[src/design/mpq_pkg.sv]
`timescale 1ns / 1ps

package mpq_pkg;

  // Store size and derived widths
  localparam int DEPTH    = 16;
  localparam int IDX_W    = $clog2(DEPTH);
  localparam int CNT_W    = $clog2(DEPTH + 1);

  // Field widths of the item channels
  localparam int VALUE_W  = 32;
  localparam int STATUS_W = 2;
  localparam int LIVE_W   = 5;

  // Operation codes carried in func
  localparam logic FUNC_INSERT = 1'b0;
  localparam logic FUNC_REMOVE = 1'b1;

  typedef enum logic [STATUS_W-1:0] {
    ST_OK        = 2'd0,
    ST_OVERFLOW  = 2'd1,
    ST_UNDERFLOW = 2'd2
  } mpq_status_t;

  typedef enum logic [1:0] {
    S_IDLE,
    S_SCAN,
    S_MOVE,
    S_RESULT
  } mpq_state_t;

  // Controller to datapath
  typedef struct packed {
    logic accept;    // take the offered item
    logic scan_en;   // step the minimum scan
    logic move;      // refill the freed slot, drop the count
    logic load_out;  // load the result into the output register
  } mpq_cmd_t;

  // Datapath to controller
  typedef struct packed {
    logic need_scan; // offered item is a remove on a non-empty store
    logic scan_done; // every live entry has been read; the last one is compared this cycle
    logic out_free;  // output register can take a result this cycle
  } mpq_sts_t;

endpackage

[src/design/mpq_in_if.sv]
`timescale 1ns / 1ps

interface mpq_in_if;
  logic                                 valid;
  logic                                 ready;
  logic                                 func;
  logic signed [mpq_pkg::VALUE_W-1:0]   value_in;

  modport source (output valid, output func, output value_in, input ready);
  modport sink   (input valid, input func, input value_in, output ready);
endinterface

[src/design/mpq_out_if.sv]
`timescale 1ns / 1ps

interface mpq_out_if;
  logic                                 valid;
  logic                                 ready;
  logic [mpq_pkg::STATUS_W-1:0]         status;
  logic signed [mpq_pkg::VALUE_W-1:0]   value_out;
  logic [mpq_pkg::LIVE_W-1:0]           live_count;

  modport source (output valid, output status, output value_out, output live_count,
                  input ready);
  modport sink   (input valid, input status, input value_out, input live_count,
                  output ready);
endinterface

[src/design/mpq_datapath.sv]
`timescale 1ns / 1ps

module mpq_datapath (
  input  logic                                clk,
  input  logic                                rst_n,
  input  mpq_pkg::mpq_cmd_t                   cmd,
  output mpq_pkg::mpq_sts_t                   sts,
  input  logic                                in_func,
  input  logic signed [mpq_pkg::VALUE_W-1:0]  in_value,
  input  logic                                out_ready,
  output logic                                out_valid,
  output logic [mpq_pkg::STATUS_W-1:0]        out_status,
  output logic signed [mpq_pkg::VALUE_W-1:0]  out_value,
  output logic [mpq_pkg::LIVE_W-1:0]          out_live_count
);

  logic signed [mpq_pkg::VALUE_W-1:0] mem [mpq_pkg::DEPTH];
  logic signed [mpq_pkg::VALUE_W-1:0] rd_data_r;

  logic [mpq_pkg::CNT_W-1:0]          count_r, count_nxt;
  logic [mpq_pkg::CNT_W-1:0]          scan_r, scan_nxt;
  logic [mpq_pkg::CNT_W-1:0]          scan_prev;
  logic signed [mpq_pkg::VALUE_W-1:0] best_r;
  logic [mpq_pkg::IDX_W-1:0]          best_pos_r;

  mpq_pkg::mpq_status_t               res_status_r;
  logic signed [mpq_pkg::VALUE_W-1:0] res_value_r;

  logic                               out_valid_r;
  mpq_pkg::mpq_status_t               out_status_r;
  logic signed [mpq_pkg::VALUE_W-1:0] out_value_r;
  logic [mpq_pkg::LIVE_W-1:0]         out_live_r;

  logic                               full, empty;
  logic                               scan_done;
  logic                               rd_en, cmp_en, take;
  logic                               ins_ok;
  logic                               we;
  logic [mpq_pkg::IDX_W-1:0]          wa;
  logic signed [mpq_pkg::VALUE_W-1:0] wd;

  assign full      = (count_r == mpq_pkg::CNT_W'(mpq_pkg::DEPTH));
  assign empty     = (count_r == '0);
  assign scan_done = (scan_r == count_r);

  // Read one entry a cycle; compare each entry in the cycle after its read
  assign rd_en     = cmd.scan_en && !scan_done;
  assign cmp_en    = cmd.scan_en && (scan_r != '0);
  assign scan_prev = scan_r - mpq_pkg::CNT_W'(1);
  assign take      = cmp_en && ((scan_r == mpq_pkg::CNT_W'(1)) || (rd_data_r < best_r));
  assign scan_nxt  = cmd.accept ? '0 : (rd_en ? scan_r + mpq_pkg::CNT_W'(1) : scan_r);

  assign ins_ok = cmd.accept && (in_func == mpq_pkg::FUNC_INSERT) && !full;
  assign we     = ins_ok || cmd.move;
  // On a move the last live entry was the final read, so it still sits in rd_data_r
  assign wa     = cmd.move ? best_pos_r : count_r[mpq_pkg::IDX_W-1:0];
  assign wd     = cmd.move ? rd_data_r : in_value;

  always_comb begin
    count_nxt = count_r;
    if (ins_ok) begin
      count_nxt = count_r + mpq_pkg::CNT_W'(1);
    end else if (cmd.move) begin
      count_nxt = count_r - mpq_pkg::CNT_W'(1);
    end
  end

  always_ff @(posedge clk) begin
    if (we) begin
      mem[wa] <= wd;
    end
    if (rd_en) begin
      rd_data_r <= mem[scan_r[mpq_pkg::IDX_W-1:0]];
    end
  end

  always_ff @(posedge clk) begin
    if (!rst_n) begin
      count_r     <= '0;
      scan_r      <= '0;
      out_valid_r <= 1'b0;
    end else begin
      count_r <= count_nxt;
      scan_r  <= scan_nxt;
      if (cmd.load_out) begin
        out_valid_r <= 1'b1;
      end else if (out_ready) begin
        out_valid_r <= 1'b0;
      end
    end
  end

  always_ff @(posedge clk) begin
    if (take) begin
      best_r     <= rd_data_r;
      best_pos_r <= scan_prev[mpq_pkg::IDX_W-1:0];
    end
    if (cmd.accept) begin
      res_value_r <= '0;
      if (in_func == mpq_pkg::FUNC_INSERT) begin
        res_status_r <= full ? mpq_pkg::ST_OVERFLOW : mpq_pkg::ST_OK;
      end else begin
        res_status_r <= empty ? mpq_pkg::ST_UNDERFLOW : mpq_pkg::ST_OK;
      end
    end else if (cmd.move) begin
      res_value_r <= best_r;
    end
    if (cmd.load_out) begin
      out_status_r <= res_status_r;
      out_value_r  <= res_value_r;
      out_live_r   <= mpq_pkg::LIVE_W'(count_r);
    end
  end

  assign sts.need_scan = (in_func == mpq_pkg::FUNC_REMOVE) && !empty;
  assign sts.scan_done = scan_done;
  assign sts.out_free  = !out_valid_r || out_ready;

  assign out_valid      = out_valid_r;
  assign out_status     = out_status_r;
  assign out_value      = out_value_r;
  assign out_live_count = out_live_r;

  a_count_bound: assert property (@(posedge clk) disable iff (!rst_n)
    count_r <= mpq_pkg::CNT_W'(mpq_pkg::DEPTH))
    else $error("live count beyond store depth");

  a_move_nonempty: assert property (@(posedge clk) disable iff (!rst_n)
    cmd.move |-> !empty && scan_done)
    else $error("slot refill without a finished scan");

  a_insert_count: assert property (@(posedge clk) disable iff (!rst_n)
    ins_ok |=> count_r == $past(count_r) + mpq_pkg::CNT_W'(1))
    else $error("insert did not advance the count");

  a_load_valid: assert property (@(posedge clk) disable iff (!rst_n)
    cmd.load_out |-> sts.out_free)
    else $error("result loaded over an untaken item");

endmodule

[src/design/mpq_controller.sv]
`timescale 1ns / 1ps

module mpq_controller (
  input  logic              clk,
  input  logic              rst_n,
  input  logic              in_valid,
  output logic              in_ready,
  input  mpq_pkg::mpq_sts_t sts,
  output mpq_pkg::mpq_cmd_t cmd
);

  mpq_pkg::mpq_state_t state_r, state_nxt;

  always_comb begin
    state_nxt = state_r;
    case (state_r)
      mpq_pkg::S_IDLE: begin
        if (in_valid) begin
          state_nxt = sts.need_scan ? mpq_pkg::S_SCAN : mpq_pkg::S_RESULT;
        end
      end
      mpq_pkg::S_SCAN: begin
        if (sts.scan_done) begin
          state_nxt = mpq_pkg::S_MOVE;
        end
      end
      mpq_pkg::S_MOVE: begin
        state_nxt = mpq_pkg::S_RESULT;
      end
      mpq_pkg::S_RESULT: begin
        if (sts.out_free) begin
          state_nxt = mpq_pkg::S_IDLE;
        end
      end
      default: begin
        state_nxt = mpq_pkg::S_IDLE;
      end
    endcase
  end

  always_comb begin
    in_ready     = 1'b0;
    cmd.accept   = 1'b0;
    cmd.scan_en  = 1'b0;
    cmd.move     = 1'b0;
    cmd.load_out = 1'b0;
    case (state_r)
      mpq_pkg::S_IDLE: begin
        in_ready   = 1'b1;
        cmd.accept = in_valid;
      end
      mpq_pkg::S_SCAN: begin
        cmd.scan_en = 1'b1;
      end
      mpq_pkg::S_MOVE: begin
        cmd.move = 1'b1;
      end
      mpq_pkg::S_RESULT: begin
        cmd.load_out = sts.out_free;
      end
      default: begin
        in_ready = 1'b0;
      end
    endcase
  end

  always_ff @(posedge clk) begin
    if (!rst_n) begin
      state_r <= mpq_pkg::S_IDLE;
    end else begin
      state_r <= state_nxt;
    end
  end

  a_scan_exit: assert property (@(posedge clk) disable iff (!rst_n)
    (state_r == mpq_pkg::S_SCAN) && sts.scan_done |=> state_r == mpq_pkg::S_MOVE)
    else $error("scan finished but no refill followed");

endmodule

[src/design/min_priority_queue.sv]
`timescale 1ns / 1ps

// Channel   Dir  Handshake          Payload
// in_if     in   valid/ready        func, value_in
// out_if    out  valid/ready        status, value_out, live_count
//
// Insert, overflow and underflow items go from accept to the result load. A remove
// over live entries passes accept, a scan in which the single store read port feeds one
// comparator one entry behind, a refill of the freed slot, then the result load.
// Reset (rst_n low, synchronous) empties the queue; store contents stay undefined.
// A result still waiting at the output holds the next item in its load cycle; no new
// item is taken until that load.

module min_priority_queue (
  input  logic         clk,
  input  logic         rst_n,
  mpq_in_if.sink       in_if,
  mpq_out_if.source    out_if
);

  mpq_pkg::mpq_cmd_t cmd;
  mpq_pkg::mpq_sts_t sts;

  // Sequencer: accept, scan, refill, hand the result over
  mpq_controller u_ctl (
    .clk      (clk),
    .rst_n    (rst_n),
    .in_valid (in_if.valid),
    .in_ready (in_if.ready),
    .sts      (sts),
    .cmd      (cmd)
  );

  // Store, count, minimum tracker and output register
  mpq_datapath u_dp (
    .clk            (clk),
    .rst_n          (rst_n),
    .cmd            (cmd),
    .sts            (sts),
    .in_func        (in_if.func),
    .in_value       (in_if.value_in),
    .out_ready      (out_if.ready),
    .out_valid      (out_if.valid),
    .out_status     (out_if.status),
    .out_value      (out_if.value_out),
    .out_live_count (out_if.live_count)
  );

endmodule
[src/flat_wrapper.sv]
// flat-port wrapper written by rule: the top's interface ports become plain ports
module min_priority_queue_flat 
  (clk, rst_n, in_if_valid, in_if_func, in_if_value_in, in_if_ready, out_if_valid, out_if_status, out_if_value_out, out_if_live_count, out_if_ready);
  mpq_in_if in_if_i ();
  mpq_out_if out_if_i ();
  input  logic clk;
  input  logic rst_n;
  input wire logic [$bits(in_if_i.valid)-1:0] in_if_valid;
  input wire logic [$bits(in_if_i.func)-1:0] in_if_func;
  input wire logic [$bits(in_if_i.value_in)-1:0] in_if_value_in;
  output wire logic [$bits(in_if_i.ready)-1:0] in_if_ready;
  output wire logic [$bits(out_if_i.valid)-1:0] out_if_valid;
  output wire logic [$bits(out_if_i.status)-1:0] out_if_status;
  output wire logic [$bits(out_if_i.value_out)-1:0] out_if_value_out;
  output wire logic [$bits(out_if_i.live_count)-1:0] out_if_live_count;
  input wire logic [$bits(out_if_i.ready)-1:0] out_if_ready;
  assign in_if_i.valid = in_if_valid;
  assign in_if_i.func = in_if_func;
  assign in_if_i.value_in = in_if_value_in;
  assign in_if_ready = in_if_i.ready;
  assign out_if_valid = out_if_i.valid;
  assign out_if_status = out_if_i.status;
  assign out_if_value_out = out_if_i.value_out;
  assign out_if_live_count = out_if_i.live_count;
  assign out_if_i.ready = out_if_ready;
  min_priority_queue u_core (.clk(clk), .rst_n(rst_n), .in_if(in_if_i), .out_if(out_if_i));
endmodule
[config.mk]
export PLATFORM = sky130hd
export DESIGN_NAME = min_priority_queue_flat
export DESIGN_NICKNAME = d
export VERILOG_FILES = /design/src/design/mpq_pkg.sv /design/src/design/mpq_in_if.sv /design/src/design/mpq_out_if.sv /design/src/design/mpq_datapath.sv /design/src/design/mpq_controller.sv /design/src/design/min_priority_queue.sv /design/src/flat_wrapper.sv
export SDC_FILE = /design/constraint.sdc
export NUM_CORES = 1
export LEC_CHECK = 0
export CAP_MARGIN = 30
export CORE_MARGIN = 2
export CORE_UTILIZATION = 55
export DETAILED_ROUTE_END_ITERATION = 10
export DONT_BUFFER_PORTS = 1
export PLACE_DENSITY = 0.67
export SLEW_MARGIN = 10
export SYNTH_ARGS = -nofsm -noshare
export SYNTH_HDL_FRONTEND = slang
export SYNTH_SLANG_ARGS = --single-unit
[constraint.sdc]
create_clock -name clk -period 14.54 [get_ports clk]
set_clock_uncertainty 0.2 [all_clocks]
set_input_delay 2.908 -clock clk [delete_from_list [all_inputs] [get_ports clk]]
set_output_delay 2.908 -clock clk [all_outputs]
set_load 0.02 [all_outputs]
==> qor.yml, run 1 <==
status: "finished, final reports clean"
power_density_nw_per_um2: 181.3
postCtsSetupBuffers: 0
antenna_found_initial: 4
cts_tree: "done"
period_needed_ps: 5439
synth.area.mux_share_pct: 16.68
fin_total_pwr_mw: 5.309
ys.flop_type: "edfxtp_1"
die_w_um: 220.9
synthDistinctLibCells: 48
rsz0062_at_grt: "false"
drive_above_1_share_pct: 26.55
wl_um: 52360
crit_path_end_kind: "register"
syn_area_per_cell_sq_um: 21.25
ctsHtreeMaxLevel: 3
setup_viol: 0
numCtsBuffers: 69
setup_tns_ps: 0
cts_hold_buffers: 0
cp.arrival_ps: 5550
drcViolationCount: 0
first_pass_iters: 5
area_delta_synth_final_pct: 13.21
dr.first_iter.drc_count: 1355
async_flop_share_pct: 0
cts.repair.resized: 0
ys_warn_count: 0
hold_viol: 0
grt.total_usage_pct: 21.92
grt_pass1_wl_um: 78670
worst_pin_slew_ps: 977.5
grt_max_degree: 63
synthCells: 1217
worstSetupPathType: "in -> reg"
gp_congestion: 0.8220
dp_hpwl_um: 33710
ant_nets: 0
grt_overflow: 0
vias: 11720
grt_pass1_vias: 12060
fin_crit_sh_pct: 37.41
syn_nets: 1298
clock_sinks: 666
die_h_um: 220.9
worstPathMaxFanout: 22
synth_enable_flop_cells: 621
clock_path_buffers: 3
synth_area_sq_um: 25860
io_pins: 78
insertion_delay_ps: 580
start_util_pct: 55.67
place_area_sq_um: 26930
synth_compound_area_share_pct: 1.272
nNetsFinal: 1351
synth.ff_latch_count: 666
synth_top_family_by_area: "multiplexers"
port_buffers: 0
cap_violations: 0
final_cell_area_sq_um: 29280
required_ps: 14660
clk_pin_slew_ps: 60
synthAdderAreaFrac_pct: 2.158
wl_per_cell_um: 27.13
ys_seq_area_share_pct: 75.58
reg2reg_depth: 11
min_path_type: "reg -> reg"
coreArea_sq_um: 46460
ir_worst_vdd_mv: 0.1082
regToRegSetupSlack_ps: 10490
viasPerCell: 6.072
hold_depth: 0
slew_headroom_pct: 34.83
synth_xor_area_share_pct: 0.5079
dieArea_sq_um: 48780
finalMaxSlewViolations: 0
synthSimpleGateAreaFrac_pct: 2.051
startpoint_type: "primary input"
num_rows: 79
p_leak_nw: 9.304
max_clock_freq_ghz: 0.1839
cts_root_buf: "clkbuf_16"
==> layout by cell type (no fill, tap or decap), types with 19 or more instances in the layout <==
master | Yosys | final
clkbuf_16 | 0 | 75
dfxtp_1 | 45 | 41
edfxtp_1 | 621 | 621
ha_1 | 43 | 42
inv_1 | 41 | 41
mux2_2 | 32 | 32
mux2i_1 | 35 | 35
mux4_2 | 160 | 160
nand2_1 | 19 | 19
nor2_1 | 69 | 53
==> cells in the mapped netlist (2+ instances only) <==
master / number / area [sq um]
and3_1: 3 / 18.77
a21oi_1: 16 / 80.08
a221o_1: 2 / 20.02
a31oi_1: 4 / 25.02
dfxtp_1: 45 / 900.9
and2_1: 3 / 18.77
ha_1: 43 / 538.0
nor4_1: 2 / 12.51
nor2b_1: 6 / 37.54
mux2_2: 32 / 360.4
nand3_1: 5 / 25.02
a32oi_1: 2 / 17.52
xnor2_1: 7 / 61.31
nor2_1: 69 / 259.0
o21ai_0: 6 / 30.03
nand4_1: 6 / 37.54
buf_6: 9 / 101.4
mux2i_1: 35 / 350.3
edfxtp_1: 621 / 18650
nor3_1: 4 / 20.02
xor2_1: 8 / 70.07
buf_2: 17 / 85.08
clkbuf_1: 17 / 63.81
a21o_1: 4 / 30.03
inv_1: 41 / 153.9
buf_1: 11 / 41.29
nand2_1: 19 / 71.32
mux4_2: 160 / 3603
==> path summary, 6_finish.rpt <==
path	start	end
worst max register to register	u_core.u_ctl.state_r[0]$_SDFFE_PN0P_	u_core.u_dp.mem[0][27]$_DFFE_PP_
worst min register to register	u_core.u_dp.res_status_r[1]$_SDFFCE_PN0P_	u_core.u_dp.out_status[1]$_DFFE_PP_
worst max-delay path	in_if_valid	u_core.u_dp.mem[0][27]$_DFFE_PP_
worst min-delay path	u_core.u_dp.res_status_r[1]$_SDFFCE_PN0P_	u_core.u_dp.out_status[1]$_DFFE_PP_
==> flip-flops by register name, indices dropped and copies added (netlist names), 4 cells and up <==
register                    flops
u_core.u_dp.mem               512
u_core.u_dp.best_r             32
u_core.u_dp.out_value          32
u_core.u_dp.rd_data_r          32
u_core.u_dp.res_value_r        32
u_core.u_dp.count_r             5
u_core.u_dp.out_live_count      5
u_core.u_dp.scan_r              5
u_core.u_dp.best_pos_r          4
==> area by class of cell <==
cell class              count  area [sq um]
flip-flops and latches    666         19560
fillers                  3100         17180
multi-input cells         454          6022
clock buffers              94          1978
well taps                 607         759.5
repair buffers             36         628.1
clock inverters            29         171.4
inverters                  43         161.4
diodes                      1         2.502
==> critical path, cell delays in order <==
cell and delay, ps:
nand2_1 70, clkinv_1 430, buf_8 340, and3_1 310, inv_2 180, nor2_1 90
a22oi_1 740, nor2_4 230, buf_12 250
==> layer usage <==
| layer | GRT usage [%] | wire length [um] | vias to the layer above |
|---|---|---|---|
| met2 | 30.12 | 22590 | 476 |
| met3 | 6.321 | 5283 | 76 |
| met4 | 6.040 | 1003 | 2 |
| met5 | 0 | 13 | - |
| met1 | 34.63 | 23470 | 6096 |
| li1 | - | - | 5068 |
==> cells by family (layout without fill, tap and decap cells) <==
group                      count (synthesis)  after routing
muxes                                    227            227
xor gates and xnor gates                  15             15
buffers and inverters                     97            202
and+or+nand+nor                          121            121
DFF                                      666            666
adders and majority gates                 44             44
AOI/OAI and AO/OA                         47             47
other                                      0              1
==> stage by stage <==
step | hold WS (ps) | util [%] | std cells | worst slack, ps
finish | 227.1 | 63.03 | 1930 | 9101
global route | 239.8 | 63.03 | 1930 | 8918
CTS | 231.9 | 62.60 | 1920 | 9041
detailed placement | 216.8 | 57.97 | 1797 | 8445
global placement | 206.8 | 57.22 | 1781 | 8228
floorplan | 200.3 | - | 1217 | 8836
==> report_power, final <==
group	total [mW]	switching, mW	internal [mW]	leakage (nW)
sequential	2.63	0.157	2.47	5.98
combinational	1.02	0.586	0.430	2.28
clock	1.67	0.695	0.971	1.04
Note: power is estimated with default switching activity, not from simulation.
==> inputs of run 2 (changes only) <==
--- a/config.mk
+++ b/config.mk
@@ -5,12 +5,13 @@
 export SDC_FILE = /design/constraint.sdc
 export NUM_CORES = 1
 export LEC_CHECK = 0
+export ABC_AREA = 1
 export CAP_MARGIN = 30
 export CORE_MARGIN = 2
 export CORE_UTILIZATION = 55
 export DETAILED_ROUTE_END_ITERATION = 10
 export DONT_BUFFER_PORTS = 1
-export PLACE_DENSITY = 0.67
+export PLACE_DENSITY = 0.7
 export SLEW_MARGIN = 10
 export SYNTH_ARGS = -nofsm -noshare
 export SYNTH_HDL_FRONTEND = slang
==> constraint.sdc (replaced) <==
create_clock -name clk -period 4.7 [get_ports clk]
set_clock_uncertainty 0.2 [all_clocks]
set_input_delay 0.94 -clock clk [delete_from_list [all_inputs] [get_ports clk]]
set_output_delay 0.94 -clock clk [all_outputs]
set_load 0.02 [all_outputs]
==> run 2 against run 1 <==
Core utilization shrank 1.8 points; worst hold slack lost 7.2 ps; cell area shrank 1.1%; final cell count grew 40%; setup slack lost 8000 ps; register-to-register slack lost 9400 ps; first-iteration DRC count grew 34%; combinational power grew to 4.1 times the previous value; synthesized cell count grew 68%; clock power grew to 3.0 times the previous value; synthesized area grew 1.4%; sequential share of layout area grew 0.71 points.
==> qor.yml, run 2 <==
status: "finished, final reports clean"
synthDistinctLibCells: 38  # -21%
min_path_type: "reg -> reg"
worstSetupPathType: "reg -> reg"
clock_path_buffers: 3  # unchanged
period_needed_ps: 3624
cp.arrival_ps: 3740  # -1810 ps
synth_area_sq_um: 26220  # +1.4%
clock_sinks: 666  # unchanged
synth.ff_latch_count: 666  # unchanged
yosysMostFrequentCell: "edfxtp_1"
ys_seq_area_share_pct: 74.56  # -1.0 points
first_pass_iters: 5  # unchanged
final_util_pct: 61.19  # -1.8 points
regMostFlops: "u_core.u_dp.mem"
async_flop_share_pct: 0  # unchanged
fin_crit_sh_pct: 77.11
dieArea_sq_um: 49430  # +1.3%
area_delta_synth_final_pct: 10.50
ant_nets: 0  # unchanged
slew_headroom_pct: 32.08  # -2.8 points
gp_congestion: 0.8403  # +2.2%
ir_worst_vdd_mv: 0.3125  # +190%
yosys-top-cells-count: "edfxtp_1, o21ai_0, nor2_1"
synthCells: 2043  # +68%
final_cell_mix: "edfxtp_1, o21ai_0, nor2_1"
fill_cells: 3506  # +13%
insertion_delay_ps: 610  # +30 ps
drcViolationCount: 0  # unchanged
ys.flop_type: "edfxtp_1"
io_pins: 78  # unchanged
wl_um: 60620  # +16%
hold_viol: 0  # unchanged
crit_path_end_kind: "register"
postCtsSetupBuffers: 0  # unchanged
multiInputGateArea_sq_um: 5916  # -1.8%
worst_pin_slew_ps: 1019  # +41.33 ps
die_h_um: 222.3  # +0.67%
cap_violations: 0  # unchanged
required_ps: 4820  # -9840 ps
synth_top_area_share_pct: 71.13  # -0.97 points
viasPerCell: 6.037  # -0.57%
cts_hold_buffers: 0  # unchanged
p_leak_nw: 9.965  # +7.1%
synth_enable_flop_cells: 621  # unchanged
startpoint_type: "register"
cts.repair.resized: 0  # unchanged
syn_nets: 2124  # +64%
yosysTopAreaCell: "edfxtp_1"
drive_above_1_share_pct: 7.260  # -19 points
grt_pass1_wl_um: 91290  # +16%
start_util_pct: 55.38  # -0.30 points
finalMaxSlewViolations: 0  # unchanged
regArea_sq_um: 19560  # about the same
num_rows: 80  # +1.3%
ctsHtreeMaxLevel: 3  # unchanged
setup_tns_ps: 0  # unchanged
grt.total_usage_pct: 24.44  # +2.5 points
rsz0062_at_grt: "false"
grt_max_degree: 115  # +83%
dp_hpwl_um: 34160  # +1.3%
grt_pass1_vias: 15720  # +30%
die_w_um: 222.3  # +0.67%
grt_overflow: 0  # unchanged
cts_tree: "done"
dr.first_iter.drc_count: 1810  # +34%
wl_per_cell_um: 22.48  # -17%
antenna_found_initial: 6  # +2
clk_pin_slew_ps: 60  # about the same
power_density_nw_per_um2: 612.5  # +240%
ys_warn_count: 0  # unchanged
mostFrequentLayoutCell: "edfxtp_1"
coreArea_sq_um: 47350  # +1.9%
synth_area_leaders: "edfxtp_1, o21ai_0, nor2_1"
largest_reg_flops: 512  # unchanged
holdWs_ps: 219.8  # -7.228 ps
vias: 16280  # +39%
nNetsFinal: 2112  # +56%
cts_root_buf: "clkbuf_16"
max_clock_freq_ghz: 0.2759
setup_viol: 0  # unchanged
numCtsBuffers: 67  # -2.9%
syn_area_per_cell_sq_um: 12.83  # -40%
port_buffers: 0  # unchanged
worstPathMaxFanout: 34  # +55%
==> run 2: cell types whose count changed after synthesis, sizes merged, moves of 12 or more <==
cell and delta:
o21ai +300, nand2 +261, nor2 +216, mux4 -160
o22ai +129, clkbuf +64, a21oi +42, inv +39
mux2i -35, mux2 -32, nand4 +30, nand3 +12
==> run 2: power breakdown <==
group	internal [mW]	switching, mW	leakage (nW)
combinational	1.10	3.04	2.95
clock	2.91	2.13	1.01
sequential	8.03	0.532	6.00
total	12.0	5.70	9.97
==> run 2: logic make-up (layout without fill, tap and decap cells) <==
logic type	Yosys count	count (layout)	synth area share (%)
DFF	666	666	74.56
and+or+nand+nor	626	626	9.669
AOI/OAI and AO/OA	502	502	10.31
buffers and inverters	198	235	3.092
adders and majority gates	44	44	2.128
xor gates and xnor gates	7	7	0.2339
other	0	1	0
==> run 2: critical path, stage by stage, from the launching register on <==
cell and delay (ps):
dfxtp_1 400, inv_1 130, ha_1 330, nand2_1 100
buf_4 300, inv_1 140, nand3_2 190, nand2_4 130
clkinv_2 140, nor2_1 100, nand2_1 70, clkinv_1 600
buf_4 500
==> run 2: per-stage QoR <==
step	power, mW	area, sq um	instances	setup slack (ps)
2_1_floorplan	11.30	26220	2043	975.5
3_5_place_dp	12.73	26860	2575	1055
6_report	17.74	28970	2696	1076
3_3_place_gp	12.57	26810	2573	1168
4_1_cts	17.76	28930	2693	1098
5_1_grt	18.54	28970	2695	800.8
==> run 2: per-layer routing <==
metal  track usage, %  share of wire [%]
met1            32.89                 40
met2            38.76                 47
met3            5.832                9.6
met4            9.851                2.8
met5                0               0.13
==> run 2: layout make-up <==
cell class,count,area share [%]
diodes,1,0.008637
clock buffers,94,6.672
clock inverters,24,0.4664
inverters,82,1.101
multi-input cells,1179,20.42
flip-flops and latches,666,67.50
well taps,615,2.656
repair buffers,35,1.175
==> run 2: path summary, 6_finish.rpt <==
check | end | cells past startpoint | start | slack (ps)
max | u_core.u_dp.mem[3][14]$_DFFE_PP_ | 12 | u_core.u_ctl.state_r[0]$_SDFFE_PN0P_ | 1080
min reg2reg | u_core.u_dp.out_value[21]$_DFFE_PP_ | 0 | u_core.u_dp.res_value_r[21]$_SDFFE_PP0P_ | 220
max reg2reg | u_core.u_dp.mem[3][14]$_DFFE_PP_ | 12 | u_core.u_ctl.state_r[0]$_SDFFE_PN0P_ | 1080
min | u_core.u_dp.out_value[21]$_DFFE_PP_ | 0 | u_core.u_dp.res_value_r[21]$_SDFFE_PP0P_ | 220
==> inputs of run 3 (changes only) <==
--- a/config.mk
+++ b/config.mk
@@ -11,7 +11,7 @@
 export CORE_UTILIZATION = 55
 export DETAILED_ROUTE_END_ITERATION = 10
 export DONT_BUFFER_PORTS = 1
-export PLACE_DENSITY = 0.7
+export PLACE_DENSITY = 0.67
 export SLEW_MARGIN = 10
 export SYNTH_ARGS = -nofsm -noshare
 export SYNTH_HDL_FRONTEND = slang
==> constraint.sdc (replaced) <==
create_clock -name clk -period 3.54 [get_ports clk]
set_clock_uncertainty 0.2 [all_clocks]
set_input_delay 0.708 -clock clk [delete_from_list [all_inputs] [get_ports clk]]
set_output_delay 0.708 -clock clk [all_outputs]
set_load 0.02 [all_outputs]
==> run 3 against run 2 <==
Register-to-register slack got worse by 730 ps; maximum frequency rose by 13%; critical path depth fell by 2; via count rose by 0.25%; first-iteration DRC count rose by 3.3%; worst hold slack worse by 180 ps; total power rose by 35%; cell area grew 0.79%; sequential share of layout area fell by 0.53 points; clock power is 34% higher.
==> qor.yml, run 3 (synthesis gave the netlist of run 2 again) <==
first_pass_iters: 6  # +1
fin_total_pwr_mw: 23.91  # +35%
port_buffers: 0  # unchanged
worst_slack_ps: 344.8  # -731.0 ps
clock_path_buffers: 3  # unchanged
ant_nets: 0  # unchanged
vias: 16320  # +0.25%
final_cell_mix: "edfxtp_1, o21ai_0, nor2_1"
mostFrequentLayoutCell: "edfxtp_1"
slew_headroom_pct: 40.72  # +8.6 points
io_pins: 78  # unchanged
hold_depth: 2  # +2
period_needed_ps: 3195  # -429.0 ps
setup_viol: 0  # unchanged
fin_crit_sh_pct: 90.26  # +13 points
antenna_found_initial: 1  # -5
setup_tns_ps: 0  # unchanged
die_w_um: 222.3  # unchanged
cp.arrival_ps: 3200  # -540 ps
area_delta_synth_final_pct: 11.37
path_depth: 10  # -2
ir_worst_vdd_mv: 0.3373  # +8.0%
wl_met1_um: 25880  # +6.4%
grt_max_degree: 139  # +21%
max_clock_freq_ghz: 0.3130  # +13%
finalMaxSlewViolations: 0  # unchanged
insertion_delay_ps: 600  # about the same
dp_slack_ps: 336.1  # -718.9 ps
routed.top_layer: "met4"
final_util_pct: 61.67  # +0.48 points
clk_pin_slew_ps: 60  # about the same
drcViolationCount: 0  # unchanged
rsz0062_at_grt: "false"
wl_met2_um: 29390  # +2.5%
numCtsBuffers: 66  # -1.5%
worstPathMaxFanout: 32  # -5.9%
wl_per_cell_um: 23.19  # +3.2%
cts_root_buf: "clkbuf_16"
die_h_um: 222.3  # unchanged
nNetsFinal: 2125  # +0.62%
cts.repair.resized: 0  # unchanged
grt_pass1_wl_um: 94820  # +3.9%
postCtsSetupBuffers: 0  # unchanged
grt_overflow: 0  # unchanged
dr.first_iter.drc_count: 1869  # +3.3%
path_cells: "inv_1 -> ha_1 -> nand2_1 -> inv_1 -> nand3_2 -> nand2_4 -> clkinv_2 -> nor3_2 -> nand2_1 -> inv_2"
coreArea_sq_um: 47350  # unchanged
cts_tree: "done"
power_density_nw_per_um2: 818.8  # +34%
grt.total_usage_pct: 25.47  # +1.0 points
critPathTopFamily: "buffers and inverters"
worst_pin_slew_ps: 887.0  # -131.8 ps
worstSetupPathType: "reg -> reg"
regToRegSetupSlack_ps: 340  # -730 ps
wl_um: 62830  # +3.7%
r2r-start: "u_core.u_ctl.state_r[0]$_SDFFE_PN0P_"
reg2reg_depth: 10  # -2
drive_above_1_share_pct: 8.457  # +1.2 points
min_from: "rst_n"
regMostFlops: "u_core.u_dp.mem"
num_rows: 80  # unchanged
status: "finished, final reports clean"
whs_endpoint: "u_core.u_ctl.state_r[0]$_SDFFE_PN0P_"
cap_violations: 0  # unchanged
p_leak_nw: 10.10  # +1.4%
clock_sinks: 666  # unchanged
crit_path_end_kind: "register"
min_path_type: "in -> reg"
grt_pass1_vias: 15650  # -0.46%
startpoint_type: "register"
dp_hpwl_um: 36990  # +8.3%
dp_cells: 2590  # +0.58%
r2r-end: "u_core.u_dp.mem[7][7]$_DFFE_PP_"
met3WireLength_um: 5679  # -2.1%
viasPerCell: 6.023  # -0.24%
largest_reg_flops: 512  # unchanged
worst-path-buf-inv: 4  # -2
ctsHtreeMaxLevel: 3  # unchanged
slowest_stage: "inv_2"
start_util_pct: 55.38  # unchanged
dieArea_sq_um: 49430  # unchanged
gp_congestion: 0.8473  # +0.83%
hold_viol: 0  # unchanged
slowest_delay_ps: 570  # -30 ps
cts_hold_buffers: 0  # unchanged
required_ps: 3540  # -1280 ps
stdcell_count: 2709  # +0.48%
-- run 3: worst max-delay path by stage --
stage,end,slack [ps],start
after floorplan,u_core.u_dp.out_live_count[0]$_DFFE_PP_,240,out_if_ready
after global placement,u_core.u_dp.mem[7][10]$_DFFE_PP_,470,u_core.u_ctl.state_r[0]$_SDFFE_PN0P_
after detailed placement,u_core.u_dp.mem[7][7]$_DFFE_PP_,340,u_core.u_ctl.state_r[0]$_SDFFE_PN0P_
after CTS,u_core.u_dp.mem[7][7]$_DFFE_PP_,300,u_core.u_ctl.state_r[0]$_SDFFE_PN0P_
after global routing,u_core.u_dp.mem[7][7]$_DFFE_PP_,60,u_core.u_ctl.state_r[0]$_SDFFE_PN0P_
final,u_core.u_dp.mem[7][7]$_DFFE_PP_,340,u_core.u_ctl.state_r[0]$_SDFFE_PN0P_
-- run 3: metal layers --
metal  GRT usage, %  vias to the layer above
met5              0                        -
met4          9.071                        0
met3          5.237                      130
met2          39.98                      709
met1          35.73                     8046
li1               -                     7430
-- run 3: worst reg2reg max path: cells and delay by family, from the launching register on --
kind	cells	cell delay, ps
buffers and inverters	4	1020
DFF	1	360
and+or+nand+nor	5	860
adders and majority gates	1	360
-- run 3: report_power, final --
part           switching [mW]  internal, mW  leakage, nW
Combinational            4.31          1.55         3.08
Sequential              0.638          10.7         6.00
Clock                    2.86          3.90         1.03
Total                    7.81          16.1         10.1
-- run 3: layout make-up --
type                            count  area [sq um]
Sequential cell                   666         19560
Fill cell                        3505         18150
Multi-Input combinational cell   1179          5916
Clock buffer                       82          1795
Tap cell                          615         769.5
Timing Repair Buffer               49         555.5
Inverter                           82         320.3
Clock inverter                     35         284.0
Antenna cell                        1         2.502
-- run 3: through the flow --
stage / hold slack [ps] / instance area, sq um
CTS: 12.18 / 29180
finish: 40.46 / 29200
global route: 30.03 / 29200
global placement: 209.6 / 27100
detailed placement: 211.9 / 27100
floorplan: 200.3 / 26220
